`src/design/jps_pkg.sv`:
```
`timescale 1ns / 1ps
// ---------------------------------------------------------------------------
// jps_pkg: shared types, codes and microcode ROM of the joint plant
// Control word layout, register indexes, target codes and the sequencer
// program that walks one axis per pass.
// ---------------------------------------------------------------------------
package jps_pkg;

  localparam int NUM_AXES_DEF = 8;

  // Controlled quantity codes (control_target register).
  localparam logic [1:0] TGT_POSITION = 2'd0;
  localparam logic [1:0] TGT_VELOCITY = 2'd1;
  localparam logic [1:0] TGT_EFFORT   = 2'd2;

  // Register indexes on the configuration port (byte address 4*index).
  localparam logic [2:0] REG_TARGET = 3'd0;
  localparam logic [2:0] REG_FOLLOW = 3'd1;
  localparam logic [2:0] REG_DAMP   = 3'd2;
  localparam logic [2:0] REG_HJ     = 3'd3;
  localparam logic [2:0] REG_STEP   = 3'd4;

  localparam logic [1:0]  TARGET_RST = TGT_EFFORT;
  localparam logic [23:0] FOLLOW_RST = 24'd167772;
  localparam logic [23:0] DAMP_RST   = 24'd1677722;
  localparam logic [23:0] HJ_RST     = 24'd16777;
  localparam logic [23:0] STEP_RST   = 24'd16777;

  // Multiplier operand select.
  typedef enum logic [2:0] {
    A_CMD, A_POS, A_VEL, A_EFF, A_ENEW, A_VNEW
  } asel_t;

  // Coefficient select.
  typedef enum logic [2:0] {
    C_TAU, C_KEEP, C_DAMP, C_HJ, C_H
  } csel_t;

  // Accumulator operation on the rounded product.
  typedef enum logic [2:0] {
    ACC_NOP, ACC_RND, ACC_ADD, ACC_SUB, ACC_VOLD, ACC_POLD
  } acc_op_t;

  // Which new-state register takes the saturated accumulator.
  typedef enum logic [1:0] {
    WR_NONE, WR_E, WR_V, WR_P
  } wr_t;

  // Sequencing of the step counter.
  typedef enum logic [2:0] {
    SQ_IDLE, SQ_NEXT, SQ_JUMP, SQ_DISPATCH, SQ_EMIT
  } seq_t;

  localparam int SAW = 5;
  typedef logic [SAW-1:0] step_t;

  // Program addresses.
  localparam step_t ST_IDLE = 5'd0;
  localparam step_t ST_WAIT = 5'd1;
  localparam step_t ST_DISP = 5'd2;
  localparam step_t ST_E0   = 5'd3;
  localparam step_t ST_E1   = 5'd4;
  localparam step_t ST_E2   = 5'd5;
  localparam step_t ST_E3   = 5'd6;
  localparam step_t ST_E4   = 5'd7;
  localparam step_t ST_E5   = 5'd8;
  localparam step_t ST_E6   = 5'd9;
  localparam step_t ST_E7   = 5'd10;
  localparam step_t ST_T0   = 5'd11;
  localparam step_t ST_T1   = 5'd12;
  localparam step_t ST_T2   = 5'd13;
  localparam step_t ST_EMIT = 5'd14;
  localparam step_t ST_V0   = 5'd15;
  localparam step_t ST_V1   = 5'd16;
  localparam step_t ST_V2   = 5'd17;
  localparam step_t ST_V3   = 5'd18;
  localparam step_t ST_P0   = 5'd19;
  localparam step_t ST_P1   = 5'd20;
  localparam step_t ST_P2   = 5'd21;
  localparam step_t ST_P3   = 5'd22;

  typedef struct packed {
    asel_t   asel;
    csel_t   csel;
    acc_op_t acc;
    wr_t     wr;
    logic    clr;
    seq_t    seq;
    step_t   jaddr;
  } uword_t;

  // Control from the sequencer to the datapath.
  typedef struct packed {
    uword_t uw;
    logic   emit;
    logic   last;
  } ctl_t;

  function automatic uword_t mk(input asel_t a, input csel_t c, input acc_op_t op,
                                input wr_t w, input logic clr, input seq_t sq,
                                input step_t ja);
    uword_t u;
    u.asel  = a;
    u.csel  = c;
    u.acc   = op;
    u.wr    = w;
    u.clr   = clr;
    u.seq   = sq;
    u.jaddr = ja;
    return u;
  endfunction

  // The product of the operands selected in one step is accumulated in the
  // next one; a saturated write follows the accumulate by one more step.
  function automatic uword_t ucode_rom(input step_t addr);
    uword_t u;
    case (addr)
      ST_IDLE: u = mk(A_CMD,  C_TAU,  ACC_NOP,  WR_NONE, 1'b0, SQ_IDLE,     ST_IDLE);
      ST_WAIT: u = mk(A_CMD,  C_TAU,  ACC_NOP,  WR_NONE, 1'b1, SQ_NEXT,     ST_IDLE);
      ST_DISP: u = mk(A_CMD,  C_TAU,  ACC_NOP,  WR_NONE, 1'b0, SQ_DISPATCH, ST_IDLE);
      ST_E0:   u = mk(A_CMD,  C_TAU,  ACC_NOP,  WR_NONE, 1'b0, SQ_NEXT,     ST_IDLE);
      ST_E1:   u = mk(A_EFF,  C_KEEP, ACC_RND,  WR_NONE, 1'b0, SQ_NEXT,     ST_IDLE);
      ST_E2:   u = mk(A_VEL,  C_DAMP, ACC_ADD,  WR_NONE, 1'b0, SQ_NEXT,     ST_IDLE);
      ST_E3:   u = mk(A_CMD,  C_TAU,  ACC_SUB,  WR_NONE, 1'b0, SQ_NEXT,     ST_IDLE);
      ST_E4:   u = mk(A_CMD,  C_TAU,  ACC_NOP,  WR_E,    1'b0, SQ_NEXT,     ST_IDLE);
      ST_E5:   u = mk(A_ENEW, C_HJ,   ACC_NOP,  WR_NONE, 1'b0, SQ_NEXT,     ST_IDLE);
      ST_E6:   u = mk(A_CMD,  C_TAU,  ACC_VOLD, WR_NONE, 1'b0, SQ_NEXT,     ST_IDLE);
      ST_E7:   u = mk(A_CMD,  C_TAU,  ACC_NOP,  WR_V,    1'b0, SQ_NEXT,     ST_IDLE);
      ST_T0:   u = mk(A_VNEW, C_H,    ACC_NOP,  WR_NONE, 1'b0, SQ_NEXT,     ST_IDLE);
      ST_T1:   u = mk(A_CMD,  C_TAU,  ACC_POLD, WR_NONE, 1'b0, SQ_NEXT,     ST_IDLE);
      ST_T2:   u = mk(A_CMD,  C_TAU,  ACC_NOP,  WR_P,    1'b0, SQ_NEXT,     ST_IDLE);
      ST_EMIT: u = mk(A_CMD,  C_TAU,  ACC_NOP,  WR_NONE, 1'b0, SQ_EMIT,     ST_IDLE);
      ST_V0:   u = mk(A_CMD,  C_TAU,  ACC_NOP,  WR_NONE, 1'b0, SQ_NEXT,     ST_IDLE);
      ST_V1:   u = mk(A_VEL,  C_KEEP, ACC_RND,  WR_NONE, 1'b0, SQ_NEXT,     ST_IDLE);
      ST_V2:   u = mk(A_CMD,  C_TAU,  ACC_ADD,  WR_NONE, 1'b0, SQ_NEXT,     ST_IDLE);
      ST_V3:   u = mk(A_CMD,  C_TAU,  ACC_NOP,  WR_V,    1'b0, SQ_JUMP,     ST_T0);
      ST_P0:   u = mk(A_CMD,  C_TAU,  ACC_NOP,  WR_NONE, 1'b0, SQ_NEXT,     ST_IDLE);
      ST_P1:   u = mk(A_POS,  C_KEEP, ACC_RND,  WR_NONE, 1'b0, SQ_NEXT,     ST_IDLE);
      ST_P2:   u = mk(A_CMD,  C_TAU,  ACC_ADD,  WR_NONE, 1'b0, SQ_NEXT,     ST_IDLE);
      ST_P3:   u = mk(A_CMD,  C_TAU,  ACC_NOP,  WR_P,    1'b0, SQ_JUMP,     ST_EMIT);
      default: u = mk(A_CMD,  C_TAU,  ACC_NOP,  WR_NONE, 1'b0, SQ_JUMP,     ST_IDLE);
    endcase
    return u;
  endfunction

endpackage

```
`src/design/jps_ucode.sv`:
```
`timescale 1ns / 1ps
// ---------------------------------------------------------------------------
// jps_ucode: microcode sequencer of the joint plant
// Step counter over the control ROM, mode dispatch and the axis counter.
// ---------------------------------------------------------------------------
module jps_ucode #(
  parameter int NUM_AXES = jps_pkg::NUM_AXES_DEF,
  localparam int AW = (NUM_AXES > 1) ? $clog2(NUM_AXES) : 1
) (
  input  logic                clk,
  input  logic                rst_n,
  input  logic                start,
  input  logic [1:0]          target,
  input  logic                out_free,
  output jps_pkg::ctl_t       ctl,
  output logic [AW-1:0]       axis,
  output logic                idle
);

  jps_pkg::step_t  step_r, step_nxt;
  logic [AW-1:0]   axis_r, axis_nxt;
  jps_pkg::uword_t uw;
  logic            last;
  logic            emit;

  assign uw   = jps_pkg::ucode_rom(step_r);
  assign last = (axis_r == AW'(NUM_AXES - 1));
  assign idle = (step_r == jps_pkg::ST_IDLE);

  always_comb begin
    step_nxt = step_r;
    axis_nxt = axis_r;
    emit     = 1'b0;
    case (uw.seq)
      jps_pkg::SQ_IDLE: begin
        if (start) begin
          step_nxt = jps_pkg::ST_WAIT;
          axis_nxt = '0;
        end
      end
      jps_pkg::SQ_NEXT: begin
        step_nxt = step_r + jps_pkg::step_t'(1);
      end
      jps_pkg::SQ_JUMP: begin
        step_nxt = uw.jaddr;
      end
      jps_pkg::SQ_DISPATCH: begin
        case (target)
          jps_pkg::TGT_EFFORT:   step_nxt = jps_pkg::ST_E0;
          jps_pkg::TGT_VELOCITY: step_nxt = jps_pkg::ST_V0;
          jps_pkg::TGT_POSITION: step_nxt = jps_pkg::ST_P0;
          // Unused code: velocity and effort stay cleared, position holds.
          default:               step_nxt = jps_pkg::ST_T0;
        endcase
      end
      jps_pkg::SQ_EMIT: begin
        if (out_free) begin
          emit = 1'b1;
          if (last) begin
            step_nxt = jps_pkg::ST_IDLE;
          end else begin
            axis_nxt = axis_r + AW'(1);
            step_nxt = jps_pkg::ST_WAIT;
          end
        end
      end
      default: begin
        step_nxt = jps_pkg::ST_IDLE;
      end
    endcase
  end

  always_ff @(posedge clk) begin
    if (!rst_n) begin
      step_r <= jps_pkg::ST_IDLE;
      axis_r <= '0;
    end else begin
      step_r <= step_nxt;
      axis_r <= axis_nxt;
    end
  end

  assign ctl  = {uw, emit, last};
  assign axis = axis_r;

`ifndef SYNTHESIS
  a_start_idle: assert property (@(posedge clk) disable iff (!rst_n)
    start |-> idle) else $error("tick started while sequencer busy");

  a_start_axis0: assert property (@(posedge clk) disable iff (!rst_n)
    start |=> (step_r == jps_pkg::ST_WAIT) && (axis_r == '0))
    else $error("tick did not begin at axis zero");

  a_last_idle: assert property (@(posedge clk) disable iff (!rst_n)
    (emit && last) |=> idle) else $error("sequencer ran past the final axis");

  a_axis_step: assert property (@(posedge clk) disable iff (!rst_n)
    (emit && !last) |=> (axis_r == $past(axis_r) + AW'(1)))
    else $error("axis counter skipped");

  a_axis_range: assert property (@(posedge clk) disable iff (!rst_n)
    !idle |-> (7'(axis_r) < 7'(NUM_AXES))) else $error("axis out of range");
`endif

endmodule

```
`config.mk`:
```
export PLATFORM = sky130hd
export DESIGN_NAME = jps_ucode
export DESIGN_NICKNAME = d
export VERILOG_FILES = /design/src/design/jps_pkg.sv /design/src/design/jps_ucode.sv
export SDC_FILE = /design/constraint.sdc
export NUM_CORES = 1
export LEC_CHECK = 0
export BUFFER_PORTS_ARGS = -buffer_cell sky130_fd_sc_hd__buf_4
export CORE_ASPECT_RATIO = 2
export CORE_MARGIN = 2
export CORE_UTILIZATION = 45
export CTS_CLUSTER_SIZE = 16
export DETAILED_ROUTE_END_ITERATION = 10
export PLACE_DENSITY = 0.71
export SLEW_MARGIN = 20
export SYNTH_ARGS = -nofsm -noshare
export SYNTH_HDL_FRONTEND = slang
export SYNTH_SLANG_ARGS = --single-unit
```
`constraint.sdc`:
```
create_clock -name clk -period 3 [get_ports clk]
set_clock_uncertainty 0.15 [all_clocks]
set_input_delay 0.3 -clock clk [delete_from_list [all_inputs] [get_ports clk]]
set_output_delay 0.3 -clock clk [all_outputs]
set_load 0.01 [all_outputs]
```
==> summary.txt, run 1 <==
Run status
  – Status: completed

STA
  – Max-slew violation total from the final report: 0
  – Fraction of the cycle the final worst path needs: 0.899
  – Transition time at the pin with the least slew margin: 0.638 ns
  – Total negative setup slack: 0 ns
  – Tightest slew margin relative to the limit: 0.575
  – Achievable frequency: 371 MHz
  – Final number of setup-violating endpoints: 0
  – Final min period: 2.70 ns
  – Count of endpoints failing hold in the final timing report: 0
  – Worst Setup Slack, final: 0.304 ns
  – RSZ-0062 raised after global routing: false

Final layout
  – Synth-to-Final Area Change: 18.0%
  – Commonest non-fill, non-tap cells in the layout: 33 x buf_4, 26 x dfxtp_1, 18 x nand2_1
  – Antenna diode count: 0
  – Fin util: 0.547
  – Final-stage net count: 207
  – Share of post-route cells with drive strength above 1: 0.230
  – Leading cell type in the layout, fill and taps excluded: buf_4

Synth
  – Net count after synthesis: 183
  – Instance count of the mapped netlist: 168
  – Complex-gate fraction of the synthesized area: 0.208
  – Post-synthesis register bit count: 26
  – Multiplexer area fraction after synthesis: 0.0354
  – Number of enable-type register cells in the synthesized netlist: 0
  – Post-Syn Area: 0.00145 mm²
  – XOR/XNOR Fraction of Synth Area: 0.00605
  – Top flip-flop cell by instance count after synthesis: dfxtp_1
  – Adder-cell share of the synthesized area: 0.0778
  – Count of synthesis-stage warnings from yosys: 0
  – Number of different library cells in the post-synthesis netlist: 49
  – Synth top area share: 0.360
  – Combinational family with the most area after synthesis: simple AND/OR/NAND/NOR gates
  – Cell taking the most area after synthesis: dfxtp_1
  – Post-synthesis area per instance: 8.62 µm²
  – Fraction of synthesis flops using an asynchronous set or reset pin: 0
  – Sequential element share of the synthesized area: 0.360
  – Cells taking the most area after synthesis: dfxtp_1 36%, ha_1 7.8%, nand2_1 4.7%, nand3_1 4.1%, nor2_1 3.6%
  – Share of synthesized cell area in and, or, nand and nor gates: 0.229

Die
  – Total Die Area: 0.00371 mm²
  – I/O pin total: 32
  – Y dimension of the die: 84.2 µm
  – Number of placement rows: 29
  – Starting density of the core: 0.464
  – Placeable core region: 0.00312 mm²
  – Die width: 44.1 µm

Critical path
  – Data arrival time at the worst-slack endpoint: 2.73 ns
  – Maximum fanout along the worst path: 7
  – Critical path buffer and inverter count: 1
  – Class of the most critical setup path: reg2reg
  – R2R depth: 8
  – Worst Path Required: 3.04 ns
  – Worst setup SP type: flop
  – Crit path max-delay cell type: dfxtp_1
  – RR Startpoint: uw[7]$_SDFF_PP0_
  – Flop2flop setup slack: 0.30 ns
  – Category of the worst setup path capture point: flop
  – Ordered cell list for the critical path: mux2i_2, a22oi_1, a32oi_1, nor2_1, inv_1, ha_1, mux2i_1, o32ai_1
  – Largest delay share family, worst path: compound AO/OA/AOI/OAI gates
  – Crit path largest cell delay: 0.46 ns
  – Reg-to-Reg End: uw[11]$_DFF_P_

Job
  – Number of max-cap violations: 0

Pwr
  – Lkg Pwr: 0.780 nW
  – Total chip power: 0.00112 W
  – Worst IR Drop VDD: 384 µV
  – Power density of the placed cells: 655 mW/mm²

Detailed routing
  – Number of routed nets with antenna violations: 0
  – Number of vias after detailed routing: 1306
  – Drt first pass iters: 4
  – Final wirelength: 3500 µm
  – Wire length per cell after detailed routing: 15.8 µm
  – Via-to-Cell Ratio: 5.88
  – Iteration-0 DRC Markers: 26
  – Count of unresolved DRC violations after routing: 0

Worst hold path
  – End point of the worst hold path: uw[14]$_DFF_P_
  – Class of the tightest hold or removal check: in2reg
  – Worst hold stages: 3
  – Hold Path Origin: rst_n

Clocking
  – Clock insertion delay at the later pin of the skew report: 0.27 ns
  – Post-CTS Setup Repair Bufs: 0
  – CTS Root Buffer Type: clkbuf_8
  – Clock tree from TritonCTS: done
  – Worst-path clk slew: 0.08 ns
  – Number of clock buffers inserted by TritonCTS: 3
  – Maximum buffer depth of the clock tree: 2
  – Sinks on the clock net: 26
  – Max H-tree Level: 1

Global routing
  – Grt ovf: 0
  – Number of global-route vias before repair: 1285
  – Global-route wire length before repair: 5850 µm
  – Initial antenna violation count: 0
  – Largest net degree at the start of global routing: 15
  – Overall fraction of global-route tracks in use: 0.206

Placement
  – Placement Setup Slack: 0.132 ns
  – Total of buffers placed on input and output ports: 30
  – Gp weighted congestion: 0.948
  – Estimated wirelength of the detail-placed design: 2790 µm
==> worst register-to-register path, stage by stage, from the launching register on <==
cell,delay (ns)
dfxtp_1,0.46
mux2i_2,0.40
a22oi_1,0.14
a32oi_1,0.42
nor2_1,0.14
inv_1,0.13
ha_1,0.32
mux2i_1,0.18
o32ai_1,0.28
==> cell type report <==
class	count	area, µm²
fillers	302	1410
inverters	8	30.0
repair buffers	33	248
flip-flops and latches	26	520
multi-input cells	120	816
clock buffers	4	55.1
well taps	31	38.8
==> how the worst max path moves through the flow <==
stage                           from                 to  slack, ns  depth (start not counted)
floorplan           uw[7]$_SDFF_PP0_      uw[6]$_DFF_P_       0.40                         10
global placement       uw[5]$_DFF_P_     uw[11]$_DFF_P_       0.26                          8
detailed placement     uw[5]$_DFF_P_  uw[13]$_SDFF_PP0_       0.13                          8
CTS                    uw[5]$_DFF_P_     uw[11]$_DFF_P_       0.15                          8
global route        uw[7]$_SDFF_PP0_  uw[13]$_SDFF_PP0_       0.02                          8
finish              uw[7]$_SDFF_PP0_     uw[11]$_DFF_P_       0.30                          8
==> metal layers <==
layer	wire [µm]	track usage	up-vias
met5	0	0	-
met4	161	0.116	0
met3	127	0.0323	15
met2	1930	0.354	42
met1	1280	0.227	605
li1	-	-	644
==> through the flow <==
| stage | std cells | area, µm² | hold slack (ns) |
|---|---|---|---|
| floorplan | 168 | 1450 | 0.393 |
| global placement | 218 | 1650 | 0.357 |
| detailed placement | 218 | 1650 | 0.366 |
| CTS | 222 | 1700 | 0.184 |
| global route | 222 | 1710 | 0.194 |
| finish | 222 | 1710 | 0.185 |
==> what timing repair did <==
action | 4_1_cts | 5_1_grt
setup endpoints to repair | 0 | 5
resized for setup | 0 | 2
hold buffers | 0 | 0
==> power by group <==
group          internal [W]  switching (W)
sequential         0.000381      0.0000474
combinational      0.000189       0.000282
clock              0.000117       0.000102
total              0.000687       0.000432
==> sequential cells by signal, indices dropped and copies added, names as in the netlist <==
name,count
uw,18
axis,3
step_r,5
==> cell usage after synthesis, types with 2 or more instances <==
library cell and n:
a21oi_1 9, ha_1 9, a21o_1 4, mux2i_1 4
nor3_1 4, dfxtp_1 26, inv_1 8, and3_1 5
nor2_1 14, o21ai_0 4, clkbuf_1 4, buf_6 2
a32oi_1 2, o2bb2ai_1 2, buf_2 4, nand3_1 12
nor4b_1 2, buf_4 4, or3_1 2, nand2_1 18
==> cells by family after synthesis <==
group / count (synthesis)
AOI/OAI and AO/OA: 38
xor gates and xnor gates: 1
adders and majority gates: 9
buffers and inverters: 22
DFF: 26
muxes: 5
other: 1
and+or+nand+nor: 66
(Power assumes the default switching activity.)
==> run 2: changes to the inputs <==
Settings changed: PLACE_DENSITY 0.71 to 0.66.
==> run 2 against run 1 <==
Effect of this change: utilization down 0.20 points; final cell count unchanged; combinational power up 2%; critical endpoint is now uw[13]$_SDFF_PP0_; die area unchanged.
==> summary.txt, run 2 (synthesis gave the netlist of run 1 again) <==
Detailed routing
  – Via-to-Cell Ratio: 5.97 (+1.5%)
  – Number of vias after detailed routing: 1325 (+1.5%)
  – Iteration-0 DRC Markers: 42 (+62%)
  – Final wirelength: 3620 µm (+3.4%)
  – Count of unresolved DRC violations after routing: 0 (unchanged)
  – Number of routed nets with antenna violations: 0 (unchanged)
  – Drt first pass iters: 4 (unchanged)
  – Wire length per cell after detailed routing: 16.3 µm (+3.4%)

Die
  – I/O pin total: 32 (unchanged)
  – Total Die Area: 0.00371 mm² (unchanged)
  – Number of placement rows: 29 (unchanged)
  – Y dimension of the die: 84.2 µm (unchanged)
  – Starting density of the core: 0.464 (unchanged)
  – Placeable core region: 0.00312 mm² (unchanged)
  – Die width: 44.1 µm (unchanged)

Clocking
  – Post-cts sizing count: 0 (unchanged)
  – Number of clock buffers inserted by TritonCTS: 3 (unchanged)
  – Post-CTS Setup Repair Bufs: 0 (unchanged)
  – Count of hold buffers inserted by post-cts repair: 0 (unchanged)
  – Maximum buffer depth of the clock tree: 2 (unchanged)
  – Clock insertion delay at the later pin of the skew report: 0.27 ns (about the same)
  – Max H-tree Level: 1 (unchanged)
  – CTS Root Buffer Type: clkbuf_8
  – Worst-path clk slew: 0.08 ns (about the same)
  – Sinks on the clock net: 26 (unchanged)
  – Clock tree from TritonCTS: done

Critical path
  – Data arrival time at the worst-slack endpoint: 2.70 ns (-0.03 ns)
  – Maximum fanout along the worst path: 16 (+9)
  – Flop2flop setup slack: 0.30 ns (about the same)
  – Worst setup SP type: flop
  – Category of the worst setup path capture point: flop
  – Worst Path Required: 3.00 ns (-0.04 ns)
  – Class of the most critical setup path: reg2reg

Run status
  – Status: completed

Final layout
  – Fin util: 0.545 (-0.00200)
  – Antenna diode count: 0 (unchanged)
  – Share of post-route cells with drive strength above 1: 0.220 (-0.0105)
  – Commonest non-fill, non-tap cells in the layout: 33 x buf_4, 26 x dfxtp_1, 18 x nand2_1
  – Final-stage net count: 207 (unchanged)
  – Fill cell count: 316 (+4.6%)
  – Flip-flop count of the largest register after layout: 18 (unchanged)
  – Leading cell type in the layout, fill and taps excluded: buf_4
  – Synth-to-Final Area Change: 17.5%
  – Post-route cell area: 0.00170 mm² (-0.37%)
  – Non-Filler Instances: 222 (unchanged)

Job
  – Number of max-cap violations: 0 (unchanged)

STA
  – Achievable frequency: 370 MHz (-0.23%)
  – Final min period: 2.70 ns (+0.00619 ns)
  – Final number of setup-violating endpoints: 0 (unchanged)
  – Total negative setup slack: 0 ns (unchanged)
  – Post-route worst hold slack: 0.185 ns (-0.000400 ns)
  – Transition time at the pin with the least slew margin: 0.669 ns (+0.0312 ns)
  – Max-slew violation total from the final report: 0 (unchanged)
  – RSZ-0062 raised after global routing: false
  – Fraction of the cycle the final worst path needs: 0.901 (+0.00206)
  – Tightest slew margin relative to the limit: 0.554 (-0.0208)
  – Count of endpoints failing hold in the final timing report: 0 (unchanged)

Pwr
  – Power density of the placed cells: 667 mW/mm² (+1.8%)
  – Worst IR Drop VDD: 430 µV (+12%)
  – Lkg Pwr: 0.777 nW (-0.36%)

Placement
  – Number of placed instances with taps included: 218 (unchanged)
  – Area post-placement: 0.00165 mm² (unchanged)
  – Total of buffers placed on input and output ports: 30 (unchanged)
  – Estimated wirelength of the detail-placed design: 2920 µm (+4.8%)
  – Gp weighted congestion: 0.951 (+0.31%)

Global routing
  – Grt ovf: 0 (unchanged)
  – Initial antenna violation count: 0 (unchanged)
  – Overall fraction of global-route tracks in use: 0.206 (about the same)
  – Largest net degree at the start of global routing: 17 (+2)
  – Number of global-route vias before repair: 1320 (+2.7%)
  – Global-route wire length before repair: 5880 µm (+0.46%)

Worst hold path
  – Class of the tightest hold or removal check: in2reg
[run 2: worst paths after layout]
kind | start | endpoint | depth (start not counted)
max | uw[7]$_SDFF_PP0_ | uw[13]$_SDFF_PP0_ | 9
min | rst_n | step_r[2]$_SDFFE_PN0N_ | 3
max reg2reg | uw[7]$_SDFF_PP0_ | uw[13]$_SDFF_PP0_ | 9
min reg2reg | axis[1]$_SDFFE_PN0P_ | axis[1]$_SDFFE_PN0P_ | 2
[run 2: routing by layer]
metal	GRT usage	share of wire	up-vias
li1	-	-	647
met1	0.216	0.37	639
met2	0.373	0.58	29
met3	0.0194	0.025	10
met4	0.116	0.025	0
met5	0	0	-
[run 2: area by class of cell]
type,instances,area (µm²),area share
tap,31,38.8,0.0228
clock buffer,4,55.1,0.0324
timing repair buffer,33,248,0.146
sequential,26,520,0.306
multi-input combinational,120,810,0.476
inverter,8,30.0,0.0176
[run 2: power breakdown]
part           switching [W]  leakage (nW)  internal [W]
sequential         0.0000501         0.211      0.000381
clock               0.000104        0.0288      0.000117
combinational       0.000288         0.538      0.000195
total               0.000442         0.777      0.000692
[run 2: through the flow]
step           setup slack (ns)  total power, W
4_1_cts                   0.271         0.00113
3_3_place_gp              0.355        0.000911
6_report                  0.297         0.00113
2_1_floorplan             0.398        0.000774
5_1_grt                 0.00134         0.00120
3_5_place_dp              0.288        0.000918
[run 2: worst max-delay path, cell delays in order (launching register included)]
cell       delay (ns)
dfxtp_1          0.34
buf_4            0.20
mux2i_1          0.44
a22oi_1          0.16
a32oi_1          0.30
nor2_1           0.11
inv_1            0.14
ha_1             0.31
nand2_1          0.08
a2111oi_0        0.35
